## config.mk

```make
export PLATFORM = sky130hd
export DESIGN_NAME = door_angle_open_snap_detector_top_flat
export DESIGN_NICKNAME = d
export VERILOG_FILES = /design/src/hw/rtl/dasd_pkg.sv /design/src/hw/rtl/dasd_if.sv /design/src/hw/rtl/dasd_cell.sv /design/src/hw/rtl/dasd_detect.sv /design/src/hw/rtl/door_angle_open_snap_detector_top.sv /design/src/flat_wrapper.sv
export SDC_FILE = /design/constraint.sdc
export NUM_CORES = 1
export LEC_CHECK = 0
export ABC_AREA = 0
export BUFFER_PORTS_ARGS = -buffer_cell sky130_fd_sc_hd__buf_2
export CAP_MARGIN = 20
export CORE_ASPECT_RATIO = 0.9
export CORE_UTILIZATION = 57
export DETAILED_ROUTE_END_ITERATION = 12
export MAX_ROUTING_LAYER = met4
export PLACE_DENSITY_LB_ADDON = 0.3
export SYNTH_ARGS = -nofsm -noshare
export SYNTH_HDL_FRONTEND = slang
export SYNTH_SLANG_ARGS = --single-unit
```

## constraint.sdc

```tcl
create_clock -name clk -period 9 [get_ports clk]
set_clock_uncertainty 0.1 [all_clocks]
set_input_delay 1.8 -clock clk [delete_from_list [all_inputs] [get_ports clk]]
set_output_delay 1.8 -clock clk [all_outputs]
set_load 0.02 [all_outputs]
```

## src/hw/rtl/dasd_pkg.sv

```systemverilog
package dasd_pkg;

	// field widths
	localparam int ANGLE_W   = 15;
	localparam int CFG_IDX_W = 1;

	// ring of recent headings: depth is a power of two so the mean is a shift
	localparam int AVG_LOG2  = 2;
	localparam int AVG_DEPTH = 1 << AVG_LOG2;
	localparam int SUM_W     = ANGLE_W + AVG_LOG2;

	// angle constants, 1/64 degree units
	localparam logic [ANGLE_W:0]   DEG180     = 16'd11520;
	localparam logic [ANGLE_W:0]   DEG360     = 16'd23040;
	localparam logic [ANGLE_W-1:0] JUMP_LIMIT = 15'd19200;
	localparam logic [ANGLE_W:0]   WINDOW     = 16'd192;

	// register reset values
	localparam logic [ANGLE_W-1:0] OPEN_ANGLE_RST = 15'd5760;
	localparam logic [ANGLE_W-1:0] SNAP_ANGLE_RST = 15'd2560;

	// register indexes
	typedef enum logic [CFG_IDX_W-1:0] {
		REG_OPEN_ANGLE = 1'b0,
		REG_SNAP_ANGLE = 1'b1
	} reg_idx_t;

	// failure codes
	typedef enum logic [1:0] {
		FAIL_NONE            = 2'd0,
		FAIL_OPEN_NOT_CLOSED = 2'd1,
		FAIL_CLOSED_NO_OPEN  = 2'd2
	} fail_code_t;

	typedef logic [ANGLE_W-1:0] angle_t;
	typedef logic [SUM_W-1:0]   sum_t;

	typedef struct packed {
		logic [ANGLE_W-1:0] heading_angle;
		logic               tilt_negative;
	} in_beat_t;

	typedef struct packed {
		logic [ANGLE_W-1:0] avg_angle;
		logic               open_event;
		logic               snap_event;
		logic [1:0]         failure_code;
	} out_beat_t;

	// detector verdict handed from the window logic to the top level
	typedef struct packed {
		logic       open_event;
		logic       snap_event;
		fail_code_t failure_code;
	} detect_res_t;

endpackage

```

## src/hw/rtl/dasd_if.sv

```systemverilog
interface dasd_in_if;
	import dasd_pkg::*;

	logic     valid;
	logic     ready;
	in_beat_t data;

	modport source (output valid, output data, input ready);
	modport sink (input valid, input data, output ready);
endinterface

interface dasd_out_if;
	import dasd_pkg::*;

	logic      valid;
	logic      ready;
	out_beat_t data;

	modport source (output valid, output data, input ready);
	modport sink (input valid, input data, output ready);
endinterface

```

## src/hw/rtl/dasd_cell.sv

```systemverilog
module dasd_cell (
	input  logic            clk,
	input  logic            shift,
	input  logic            load,
	input  dasd_pkg::angle_t fill_val,
	input  dasd_pkg::angle_t prev_val,
	input  dasd_pkg::sum_t  sum_in,
	output dasd_pkg::sum_t  sum_out,
	output dasd_pkg::angle_t val_q
);
	import dasd_pkg::*;

	angle_t nxt_val;

	// value this cell holds after the beat: neighbor's value or the reload value
	assign nxt_val = load ? fill_val : prev_val;

	// running sum of the ring contents after the beat
	assign sum_out = sum_in + SUM_W'(nxt_val);

	always_ff @(posedge clk) begin
		if (shift) begin
			val_q <= nxt_val;
		end
	end

endmodule

```

## src/hw/rtl/dasd_detect.sv

```systemverilog
module dasd_detect (
	input  logic               clk,
	input  logic               arst_n,
	input  logic               advance,
	input  dasd_pkg::angle_t   avg,
	input  dasd_pkg::angle_t   open_angle,
	input  dasd_pkg::angle_t   snap_angle,
	output dasd_pkg::detect_res_t res
);
	import dasd_pkg::*;

	logic armed_q;
	logic open_hit;
	logic snap_hit;
	logic arm_set;
	logic armed_mid;
	logic armed_nxt;

	// strictly within the window around a reference heading
	function automatic logic in_window(input angle_t v, input angle_t ref_angle);
		logic [ANGLE_W:0] v_ext;
		logic [ANGLE_W:0] r_ext;
		v_ext = {1'b0, v};
		r_ext = {1'b0, ref_angle};
		return (v_ext < r_ext + WINDOW) && (v_ext + WINDOW > r_ext);
	endfunction

	assign open_hit = in_window(avg, open_angle);
	assign snap_hit = in_window(avg, snap_angle);

	// arm first, then the snap window may fire in the same beat
	assign arm_set   = open_hit && !armed_q;
	assign armed_mid = armed_q || arm_set;
	assign armed_nxt = armed_mid && !snap_hit;

	always_comb begin
		res.open_event = arm_set;
		res.snap_event = snap_hit && armed_mid;
		priority if (arm_set) begin
			res.failure_code = FAIL_OPEN_NOT_CLOSED;
		end else if (snap_hit && !armed_mid) begin
			res.failure_code = FAIL_CLOSED_NO_OPEN;
		end else begin
			res.failure_code = FAIL_NONE;
		end
	end

	always_ff @(posedge clk or negedge arst_n) begin
		if (!arst_n) begin
			armed_q <= 1'b0;
		end else if (advance) begin
			armed_q <= armed_nxt;
		end
	end

	// a snap always leaves the detector disarmed
	a_snap_disarms: assert property (@(posedge clk) disable iff (!arst_n)
		(advance && res.snap_event) |=> !armed_q)
		else $error("detector still armed after snap");

	// an open without snap leaves the detector armed
	a_open_arms: assert property (@(posedge clk) disable iff (!arst_n)
		(advance && res.open_event && !res.snap_event) |=> armed_q)
		else $error("detector not armed after open");

endmodule

```

## src/hw/rtl/door_angle_open_snap_detector_top.sv

```systemverilog
// channel  | dir  | payload                                              | beat
// sample   | in   | heading_angle[14:0], tilt_negative                   | valid & ready
// result   | out  | avg_angle[14:0], open_event, snap_event, failure_code | valid & ready
// cfg      | in   | cfg_index selects open/snap angle, cfg_data[14:0]    | cfg_we
//
// one beat per cycle while sample.ready is high; results come from the output register
// the ring of recent headings is a row of cells that shift once per sample
// arst_n resets flags, running average, output valids and cfg; ring cells are not reset
// a two-entry output stage (register plus skid) keeps sample.ready registered;
// a stalled result holds, and sample.ready drops only when both entries are full
module door_angle_open_snap_detector_top (
	input  logic                           clk,
	input  logic                           arst_n,
	dasd_in_if.sink                        sample,
	dasd_out_if.source                     result,
	input  logic                           cfg_we,
	input  logic [dasd_pkg::CFG_IDX_W-1:0] cfg_index,
	input  logic [dasd_pkg::ANGLE_W-1:0]   cfg_data
);
	import dasd_pkg::*;

	angle_t      open_angle_q;
	angle_t      snap_angle_q;
	angle_t      running_avg_q;
	logic        primed_q;
	logic        push;
	logic        pop;
	logic [ANGLE_W:0] tilt_sum;
	angle_t      angle;
	angle_t      diff;
	logic        jump;
	angle_t      new_avg;
	angle_t      ring_val [AVG_DEPTH];
	sum_t        sum_chain [AVG_DEPTH+1];
	detect_res_t det;
	out_beat_t   new_beat;
	out_beat_t   out_q;
	logic        out_valid_q;
	out_beat_t   skid_q;
	logic        skid_valid_q;

	// handshake
	assign sample.ready = !skid_valid_q;
	assign push         = sample.valid && sample.ready;
	assign pop          = out_valid_q && result.ready;

	// configuration registers
	always_ff @(posedge clk or negedge arst_n) begin
		if (!arst_n) begin
			open_angle_q <= OPEN_ANGLE_RST;
			snap_angle_q <= SNAP_ANGLE_RST;
		end else if (cfg_we) begin
			unique case (reg_idx_t'(cfg_index))
				REG_OPEN_ANGLE: open_angle_q <= cfg_data;
				REG_SNAP_ANGLE: snap_angle_q <= cfg_data;
				default: ;
			endcase
		end
	end

	// tilt correction for a negative tilt: turn by 180 deg, fold back past 360 deg
	always_comb begin
		tilt_sum = {1'b0, sample.data.heading_angle} + DEG180;
		if (!sample.data.tilt_negative) begin
			angle = sample.data.heading_angle;
		end else if (tilt_sum > DEG360) begin
			angle = ANGLE_W'(tilt_sum - DEG360);
		end else begin
			angle = tilt_sum[ANGLE_W-1:0];
		end
	end

	// jump check against the running average; the first sample reloads too
	assign diff = (running_avg_q >= angle) ? (running_avg_q - angle) : (angle - running_avg_q);
	assign jump = !primed_q || (diff > JUMP_LIMIT);

	// ring cells: the newest sample enters cell 0, the oldest falls out the end
	assign sum_chain[0] = '0;

	for (genvar i = 0; i < AVG_DEPTH; i++) begin : g_cell
		angle_t prev;
		if (i == 0) begin : g_head
			assign prev = angle;
		end else begin : g_body
			assign prev = ring_val[i-1];
		end
		dasd_cell u_cell (
			.clk      (clk),
			.shift    (push),
			.load     (jump),
			.fill_val (angle),
			.prev_val (prev),
			.sum_in   (sum_chain[i]),
			.sum_out  (sum_chain[i+1]),
			.val_q    (ring_val[i])
		);
	end

	// floor mean of the ring after this sample
	assign new_avg = jump ? angle : sum_chain[AVG_DEPTH][SUM_W-1:AVG_LOG2];

	always_ff @(posedge clk or negedge arst_n) begin
		if (!arst_n) begin
			primed_q      <= 1'b0;
			running_avg_q <= '0;
		end else if (push) begin
			primed_q      <= 1'b1;
			running_avg_q <= new_avg;
		end
	end

	// open and snap windows
	dasd_detect u_detect (
		.clk        (clk),
		.arst_n     (arst_n),
		.advance    (push),
		.avg        (new_avg),
		.open_angle (open_angle_q),
		.snap_angle (snap_angle_q),
		.res        (det)
	);

	always_comb begin
		new_beat.avg_angle    = new_avg;
		new_beat.open_event   = det.open_event;
		new_beat.snap_event   = det.snap_event;
		new_beat.failure_code = det.failure_code;
	end

	// output register and skid entry
	always_ff @(posedge clk or negedge arst_n) begin
		if (!arst_n) begin
			out_valid_q  <= 1'b0;
			skid_valid_q <= 1'b0;
		end else if (!out_valid_q || pop) begin
			if (skid_valid_q) begin
				out_valid_q  <= 1'b1;
				skid_valid_q <= 1'b0;
			end else begin
				out_valid_q  <= push;
			end
		end else if (push) begin
			skid_valid_q <= 1'b1;
		end
	end

	always_ff @(posedge clk) begin
		if (!out_valid_q || pop) begin
			if (skid_valid_q) begin
				out_q <= skid_q;
			end else if (push) begin
				out_q <= new_beat;
			end
		end else if (push) begin
			skid_q <= new_beat;
		end
	end

	assign result.valid = out_valid_q;
	assign result.data  = out_q;

	// skid entry is only ever used behind a full output register
	a_skid_order: assert property (@(posedge clk) disable iff (!arst_n)
		skid_valid_q |-> out_valid_q)
		else $error("skid entry valid with empty output register");

	// a sample taken while the output stalls lands in the skid entry
	a_skid_fill: assert property (@(posedge clk) disable iff (!arst_n)
		(push && out_valid_q && !result.ready) |=> skid_valid_q)
		else $error("stalled beat lost");

	// the first sample primes the ring and passes straight through as the mean
	a_prime: assert property (@(posedge clk) disable iff (!arst_n)
		(push && !primed_q) |=> (primed_q && running_avg_q == $past(angle)))
		else $error("ring not primed by first sample");

endmodule
```

## src/flat_wrapper.sv

```systemverilog
// flat-port wrapper written by rule: the top's interface ports become plain ports
module door_angle_open_snap_detector_top_flat import dasd_pkg::*;
  (clk, arst_n, cfg_we, cfg_index, cfg_data, sample_valid, sample_data, sample_ready, result_valid, result_data, result_ready);
  dasd_in_if sample_i ();
  dasd_out_if result_i ();
  input  logic clk;
  input  logic arst_n;
  input  logic cfg_we;
  input  logic [dasd_pkg::CFG_IDX_W-1:0] cfg_index;
  input  logic [dasd_pkg::ANGLE_W-1:0] cfg_data;
  input wire logic [$bits(sample_i.valid)-1:0] sample_valid;
  input wire logic [$bits(sample_i.data)-1:0] sample_data;
  output wire logic [$bits(sample_i.ready)-1:0] sample_ready;
  output wire logic [$bits(result_i.valid)-1:0] result_valid;
  output wire logic [$bits(result_i.data)-1:0] result_data;
  input wire logic [$bits(result_i.ready)-1:0] result_ready;
  assign sample_i.valid = sample_valid;
  assign sample_i.data = sample_data;
  assign sample_ready = sample_i.ready;
  assign result_valid = result_i.valid;
  assign result_data = result_i.data;
  assign result_i.ready = result_ready;
  door_angle_open_snap_detector_top u_core (.clk(clk), .arst_n(arst_n), .sample(sample_i), .result(result_i), .cfg_we(cfg_we), .cfg_index(cfg_index), .cfg_data(cfg_data));
endmodule
```

# After elaboration in Yosys (flattened, before gate mapping)
# Cells that the tools add are included.
dict set report word_totals {
  register_bits 132
  inputBits 37
  mem_count 0
  rom_bits 0
  ramBits 0
  latch_bits 0
  out_inout_bits 21
}
dict set report op_classes {
  multipliers 0
  n_bitwise 2
  add_sub_neg 10
  eq_ne 0
  n_mux 14
  n_shift 0
  magnitude_cmp 7
  n_div 0
  reduce_logical 23
}
# operator n
set ops {}
lappend ops {{$mux W15} 7}
lappend ops {{$add A15 B8 Y16 const B} 3}
lappend ops {{$mux W19} 2}
lappend ops {{$add A17 B15 Y17} 2}
lappend ops {{$gt A16 B15 Y1} 2}
lappend ops {{$lt A15 B16 Y1} 2}
lappend ops {{$sub A15 B15 Y15} 2}
lappend ops {{$add A15 B14 Y16 const B} 1}
lappend ops {{$add A15 B15 Y16} 1}
lappend ops {{$gt A16 B15 Y1 const B} 1}
lappend ops {{$ge A15 B15 Y1} 1}
lappend ops {{$gt A15 B15 Y1 const B} 1}
lappend ops {{$sub A15 B15 Y15 const B} 1}
lappend ops {{$logic_and A1 B1 Y1} 8}
lappend ops {{$reduce_and A2 Y1} 4}
lappend ops {{$logic_not A1 Y1} 6}
lappend ops {{$mux W2} 2}
lappend ops {{$reduce_bool A2 Y1} 2}
lappend ops {{$logic_or A1 B1 Y1} 3}
lappend ops {{$mux W1} 3}
lappend ops {{$not A1 Y1} 2}

# Logic depth before layout (Yosys ltp)
dict set report logic_depth {
  depth_word 24
  depth_mapped 62
  depth_no_buf 58
}

# By module
# Synthesis repeated with hierarchy kept, for this count alone.
dict set report unflattened {
  cells_unflattened 1289
  area_unflattened_um2 12863.6
}
# mod cells_each area_per_inst_um2 n_inst
set modules_own_cells {}
lappend modules_own_cells {door_angle_open_snap_detector_top 534 5671.7 1}
lappend modules_own_cells {dasd_cell 133 1375.1 4}
lappend modules_own_cells {dasd_detect 223 1691.6 1}

# Worst setup path after synthesis
# OpenSTA, ideal clock, no wires.
dict set report synth_path {
  kind {input to register}
  from {input port sample_data[11]}
  to {register u_core.out_q (netlist bit u_core.result.data[2]), data pin}
  arrival_ns 11.920
  slack_ns -3.285
  path_buffers 6
  cell_stages 58
  cell_sequence {buf_2 a211o_1 or3b_1 xnor2_1 nor2_1 a2111oi_1 a2111oi_2 inv_1 ha_1 buf_2 nand3_1 o41a_1 o211a_2 nand2_2 buf_4 mux2i_1 o221a_2 nand4_1 [22 not listed] o21a_2 a211oi_1 o21ai_0 nand2_1 nand2_1 mux2_2 o22a_1 ha_1 nor2b_1 o21ai_0 o211ai_1 a21oi_1 o21bai_1 a21oi_1 a21oi_1 o21bai_2 and2_4 o31ai_2}
}
dict set report synth_between {
  elab_chain_cells 21
  word_cells_on_any_way 30
  classes_between {8 x add/sub; 7 x order compare; 9 x mux; 6 x reduce/logical}
}
# element line
set synth_rtl {}
lappend synth_rtl {{start, declared} flat_wrapper.sv:12} ;# input wire logic [$bits(sample_i.data)-1:0] sample_data;
lappend synth_rtl {{$add A15 B14 Y16 (*)} door_angle_open_snap_detector_top.sv:63} ;# tilt_sum = {1'b0, sample.data.heading_angle} + DEG180;
lappend synth_rtl {{$sub A15 B15 Y15 / $gt A16 B15 Y1 (equally long branches)} {door_angle_open_snap_detector_top.sv:67, door_angle_open_snap_detector_top.sv:66}}
lappend synth_rtl {{$mux W15 (*)} door_angle_open_snap_detector_top.sv:66} ;# end else if (tilt_sum > DEG360) begin
lappend synth_rtl {{$mux W15 (*)} door_angle_open_snap_detector_top.sv:64} ;# if (!sample.data.tilt_negative) begin
lappend synth_rtl {{named net u_core.angle[12]} door_angle_open_snap_detector_top.sv:29} ;# angle_t angle;
lappend synth_rtl {{$sub A15 B15 Y15 / $ge A15 B15 Y1 (equally long branches)} door_angle_open_snap_detector_top.sv:74} ;# assign diff = (running_avg_q >= angle) ? (running_avg_q - angle) : (angle - running_avg_q);
lappend synth_rtl {{$mux W15 (*)} door_angle_open_snap_detector_top.sv:74}
lappend synth_rtl {{$gt A15 B15 Y1 (*)} door_angle_open_snap_detector_top.sv:75} ;# assign jump = !primed_q || (diff > JUMP_LIMIT);
lappend synth_rtl {{[2 not listed]} --}
lappend synth_rtl {{named net u_core.g_cell[1].u_cell.nxt_val[0]} dasd_cell.sv:13} ;# angle_t nxt_val;
lappend synth_rtl {{[4 not listed]} --}
lappend synth_rtl {{$add A15 B8 Y16} dasd_detect.sv:25} ;# return (v_ext < r_ext + WINDOW) && (v_ext + WINDOW > r_ext);
lappend synth_rtl {{$gt A16 B15 Y1} dasd_detect.sv:25}
lappend synth_rtl {{$logic_and A1 B1 Y1} dasd_detect.sv:25}
lappend synth_rtl {{$logic_and A1 B1 Y1} dasd_detect.sv:32} ;# assign arm_set = open_hit && !armed_q;
lappend synth_rtl {{$logic_or A1 B1 Y1} dasd_detect.sv:33} ;# assign armed_mid = armed_q || arm_set;
lappend synth_rtl {{$logic_and A1 B1 Y1 (*)} dasd_detect.sv:38} ;# res.snap_event = snap_hit && armed_mid;
lappend synth_rtl {{$mux W19 (*)} door_angle_open_snap_detector_top.sv:151} ;# end else if (push) begin
lappend synth_rtl {{$mux W19 (*)} door_angle_open_snap_detector_top.sv:149} ;# if (skid_valid_q) begin
lappend synth_rtl {{end signal, assigned} door_angle_open_snap_detector_top.sv:150} ;# out_q <= skid_q;
lappend synth_rtl {{end signal, assigned} door_angle_open_snap_detector_top.sv:152} ;# out_q <= new_beat;
lappend synth_rtl {{end, declared} door_angle_open_snap_detector_top.sv:37} ;# out_beat_t out_q;
# The timed path passes the listed nets; every way through them passes the cells marked *. The select of a mux whose other input is x is not followed.
# A chain may end at the register's enable or synchronous reset.

==> reports/qor.yml <==
status:
  status: "complete, but fails checks"
  violations: "negative setup slack"
sta:
  tns_ns: -64.23
  fin_crit_sh_pct: 138
  final.min_clock_period_ns: 12.38
  worst_slack_ns: -3.38
  rsz0062_at_grt: "true"
  worst_pin_slew_ns: 0.896
  hold_violations: 0
  relSlewSlack_pct: 40.1
  max_freq_ghz: 0.0808
  slew_viol_final: 0
  finalSetupViolCount: 44
global_route:
  grt_first_pass_wirelength_um: 55900
  grt_usage_pct: 38.6
  grt_max_degree: 54
  grt_overflow: 0
  antenna_found_initial: 0
  grt_pass1_vias: 10700
floorplan:
  die_y_um: 132
  fp-row-count: 47
  die-area_sq_um: 19300
  initial_utilization_pct: 58.1
  ioPinCount: 58
  die_w_um: 146
  core_sq_um: 18300
synth:
  syn-num-nets: 1301
  synth_area_sq_um: 10700
  netlist_instances: 1133
  syn-mean-instance-area_sq_um: 9.41
  synth_flop_cell: "edfxtp_1"
  synth_top_cell_area_share_pct: 22.8
  synthArstFlopShare_pct: 37.7
  synth_cell_types: 90
  synth_area_leaders: "edfxtp_1 (23%), ha_1 (13%), dfrtp_1 (10%)"
  synth_edf_count: 81
  yosys.area.top_type: "edfxtp_1"
  synth_warnings: 0
  synth_seq_area_share_pct: 34.4
  ys_ff_latch: 130
critical_path:
  cp.arrival_ns: 12.46
  cp-end-kind: "flip-flop"
  r2r_end: "u_core.skid_q[1]"
  critPathLaunchType: "input port"
  reg2reg_setup_slack_ns: -0.83
  worstSetupPathType: "in2reg"
  worstPathRequired_ns: 9.09
  crit_start: "sample_data[10]"
  cpMaxStageDelayCell: "or4_4"
  path_max_fanout: 4
  reg2reg_depth: 48
  r2r-start: "u_core.running_avg_q[10]"
  max_stage_delay_ns: 0.55
  endpoint: "u_core.skid_q[1]"
placed_design:
  port-buffer-count: 57
  gp_congestion: 0.969
  hpwl_um: 24500
  dpl_cell_area_sq_um: 13400
job:
  maxCapViolCount: 0
routing:
  drc: 0
  route.detailed.wl_per_inst_um: 22.0
  vias_per_cell: 6.23
  drt_iter0_markers: 1129
  drt_pass1_iterations: 6
  routed_wl_um: 39000
  ant_nets: 0
  vias: 11000
layout:
  num-nets-final: 1679
  regArea_sq_um: 3670
  drive_gt1_share_pct: 44.9
  antenna_cells: 0
  multi_input_area_sq_um: 7490
  post-route-util_pct: 84.8
  num-fill-cells: 965
  syn_to_final_growth_pct: 45.9
  final_area_sq_um: 15600
clocking:
  cts_buffers: 17
  clock_path_buffers: 2
  cts_sinks: 130
  clkTransAtPathRegs_ns: 0.07
  insertion_delay_ns: 0.45
  cts_tree: "done"
  h-tree-depth: 4
  cts_root_buffer: "clkbuf_16"
worst_hold_path:
  hold_class: "reg2reg"
-- synth_stat cells (4+ instances only) --
cell type  instances
fa_1              18
o21ai_1            8
nand3b_1           4
nor3_1            16
a21oi_1           68
o21a_1            18
buf_2             18
and2_1             6
mux2_2            36
or4_1              4
o31ai_1            9
inv_1            120
a22oi_1            6
a21o_1            38
o221ai_1           6
or2_2              6
nand4_1           16
xnor2_1           36
dfrtp_1           43
mux2i_1           14
nor2b_1           14
a211oi_1           6
a31oi_1            9
clkbuf_1          13
o21ai_0           92
ha_1             113
a21boi_0           8
dfstp_2            6
nand2_1          102
edfxtp_1          81
xor2_1            14
buf_4              6
o211ai_1           9
nor2_1            53
o22ai_1            5
nor4_1             4
or3_1              5
nand2b_1          10
o21bai_1           6
nand3_1           13
-- timing repair --
item | 4_1_cts | 5_1_grt
pin swaps | 91 | 53
gates resized for setup | 167 | 75
endpoints found under the setup margin | 46 | 46
hold buffers | 0 | 0
setup buffers | 46 | 29
endpoints found under the hold margin | 0 | 0
-- routing by layer --
metal  track usage [%]  up-vias  share of wire, %
met5                 -        -                 0
met4              15.3        0               5.2
met3              5.74      224               8.8
met2              62.9      698                46
met1              48.4     5236                40
li1                  -     4858                 -
-- placed cells by master (no fill, tap or decap), types with 16 or more instances in the layout --
| cell type | count |
|---|---|
| nand2_1 | 89 |
| ha_1 | 93 |
| nand4_1 | 16 |
| a21oi_1 | 47 |
| o21ai_0 | 56 |
| edfxtp_1 | 81 |
| buf_4 | 297 |
| clkbuf_16 | 17 |
| o21a_1 | 18 |
| buf_2 | 55 |
| xnor2_1 | 28 |
| a21oi_2 | 17 |
| nor2_1 | 43 |
| buf_6 | 43 |
| o21ai_2 | 27 |
| mux2_2 | 30 |
| a21o_1 | 37 |
| inv_1 | 105 |
| dfrtp_1 | 43 |
-- kinds of logic after synthesis --
group | Yosys count | share of synthesized area, %
XOR/XNOR | 51 | 4.26
multiplexers | 50 | 5.11
AO/OA/AOI/OAI | 334 | 20.8
AND/OR/NAND/NOR | 276 | 12.7
buffers and inverters | 161 | 6.11
flip-flops | 130 | 34.4
adder cells (fa/ha/maj) | 131 | 16.6
-- critical path, delay by kind of cell --
kind	cells	cell delay [ns]
buffers and inverters	9	1.07
AND/OR/NAND/NOR	12	2.12
AO/OA/AOI/OAI	28	5.13
multiplexers	1	0.25
adder cells (fa/ha/maj)	6	1.64
XOR/XNOR	2	0.43
-- worst min path at each step --
| stage | slack (ns) | startpoint | to | cells after the start |
|---|---|---|---|---|
| detailed placement | 0.40 | u_core.snap_angle_q[3] | u_core.snap_angle_q[3] | 1 |
| global route | 0.43 | u_core.snap_angle_q[1] | u_core.snap_angle_q[1] | 1 |
| CTS | 0.42 | u_core.snap_angle_q[3] | u_core.snap_angle_q[3] | 1 |
| floorplan | 0.36 | u_core.running_avg_q[14] | u_core.running_avg_q[14] | 2 |
| global placement | 0.39 | u_core.snap_angle_q[3] | u_core.snap_angle_q[3] | 1 |
| finish | 0.41 | u_core.snap_angle_q[4] | u_core.snap_angle_q[4] | 1 |
-- state kept, by name, summed over array words and instances (netlist names), 15 cells and up --
register,cells
u_core.g_cell.u_cell.val_q,45
u_core.result.data,18
u_core.skid_q,18
u_core.open_angle_q,15
u_core.running_avg_q,15
u_core.snap_angle_q,15
-- area by class of cell --
| class | instances | area share (%) |
|---|---|---|
| Tap cell | 245 | 1.97 |
| Timing Repair Buffer | 399 | 19.7 |
| Sequential cell | 130 | 23.6 |
| Clock inverter | 15 | 1.01 |
| Inverter | 121 | 2.93 |
| Clock buffer | 17 | 2.73 |
| Multi-Input combinational cell | 842 | 48.1 |
-- metrics by stage --
| stage | instances | setup WS (ns) | hold slack, ns |
|---|---|---|---|
| final | 1769 | -3.38 | 0.413 |
| after global routing | 1769 | -3.81 | 0.430 |
| after CTS | 1743 | -2.68 | 0.416 |
| after detailed placement | 1671 | -3.99 | 0.401 |
| after global placement | 1671 | -3.87 | 0.388 |
| after floorplan | 1133 | -2.50 | 0.362 |
Power is left out: the tool's default activity adds up to more than one toggle a clock period on the data nets, which glitch-free logic cannot reach.
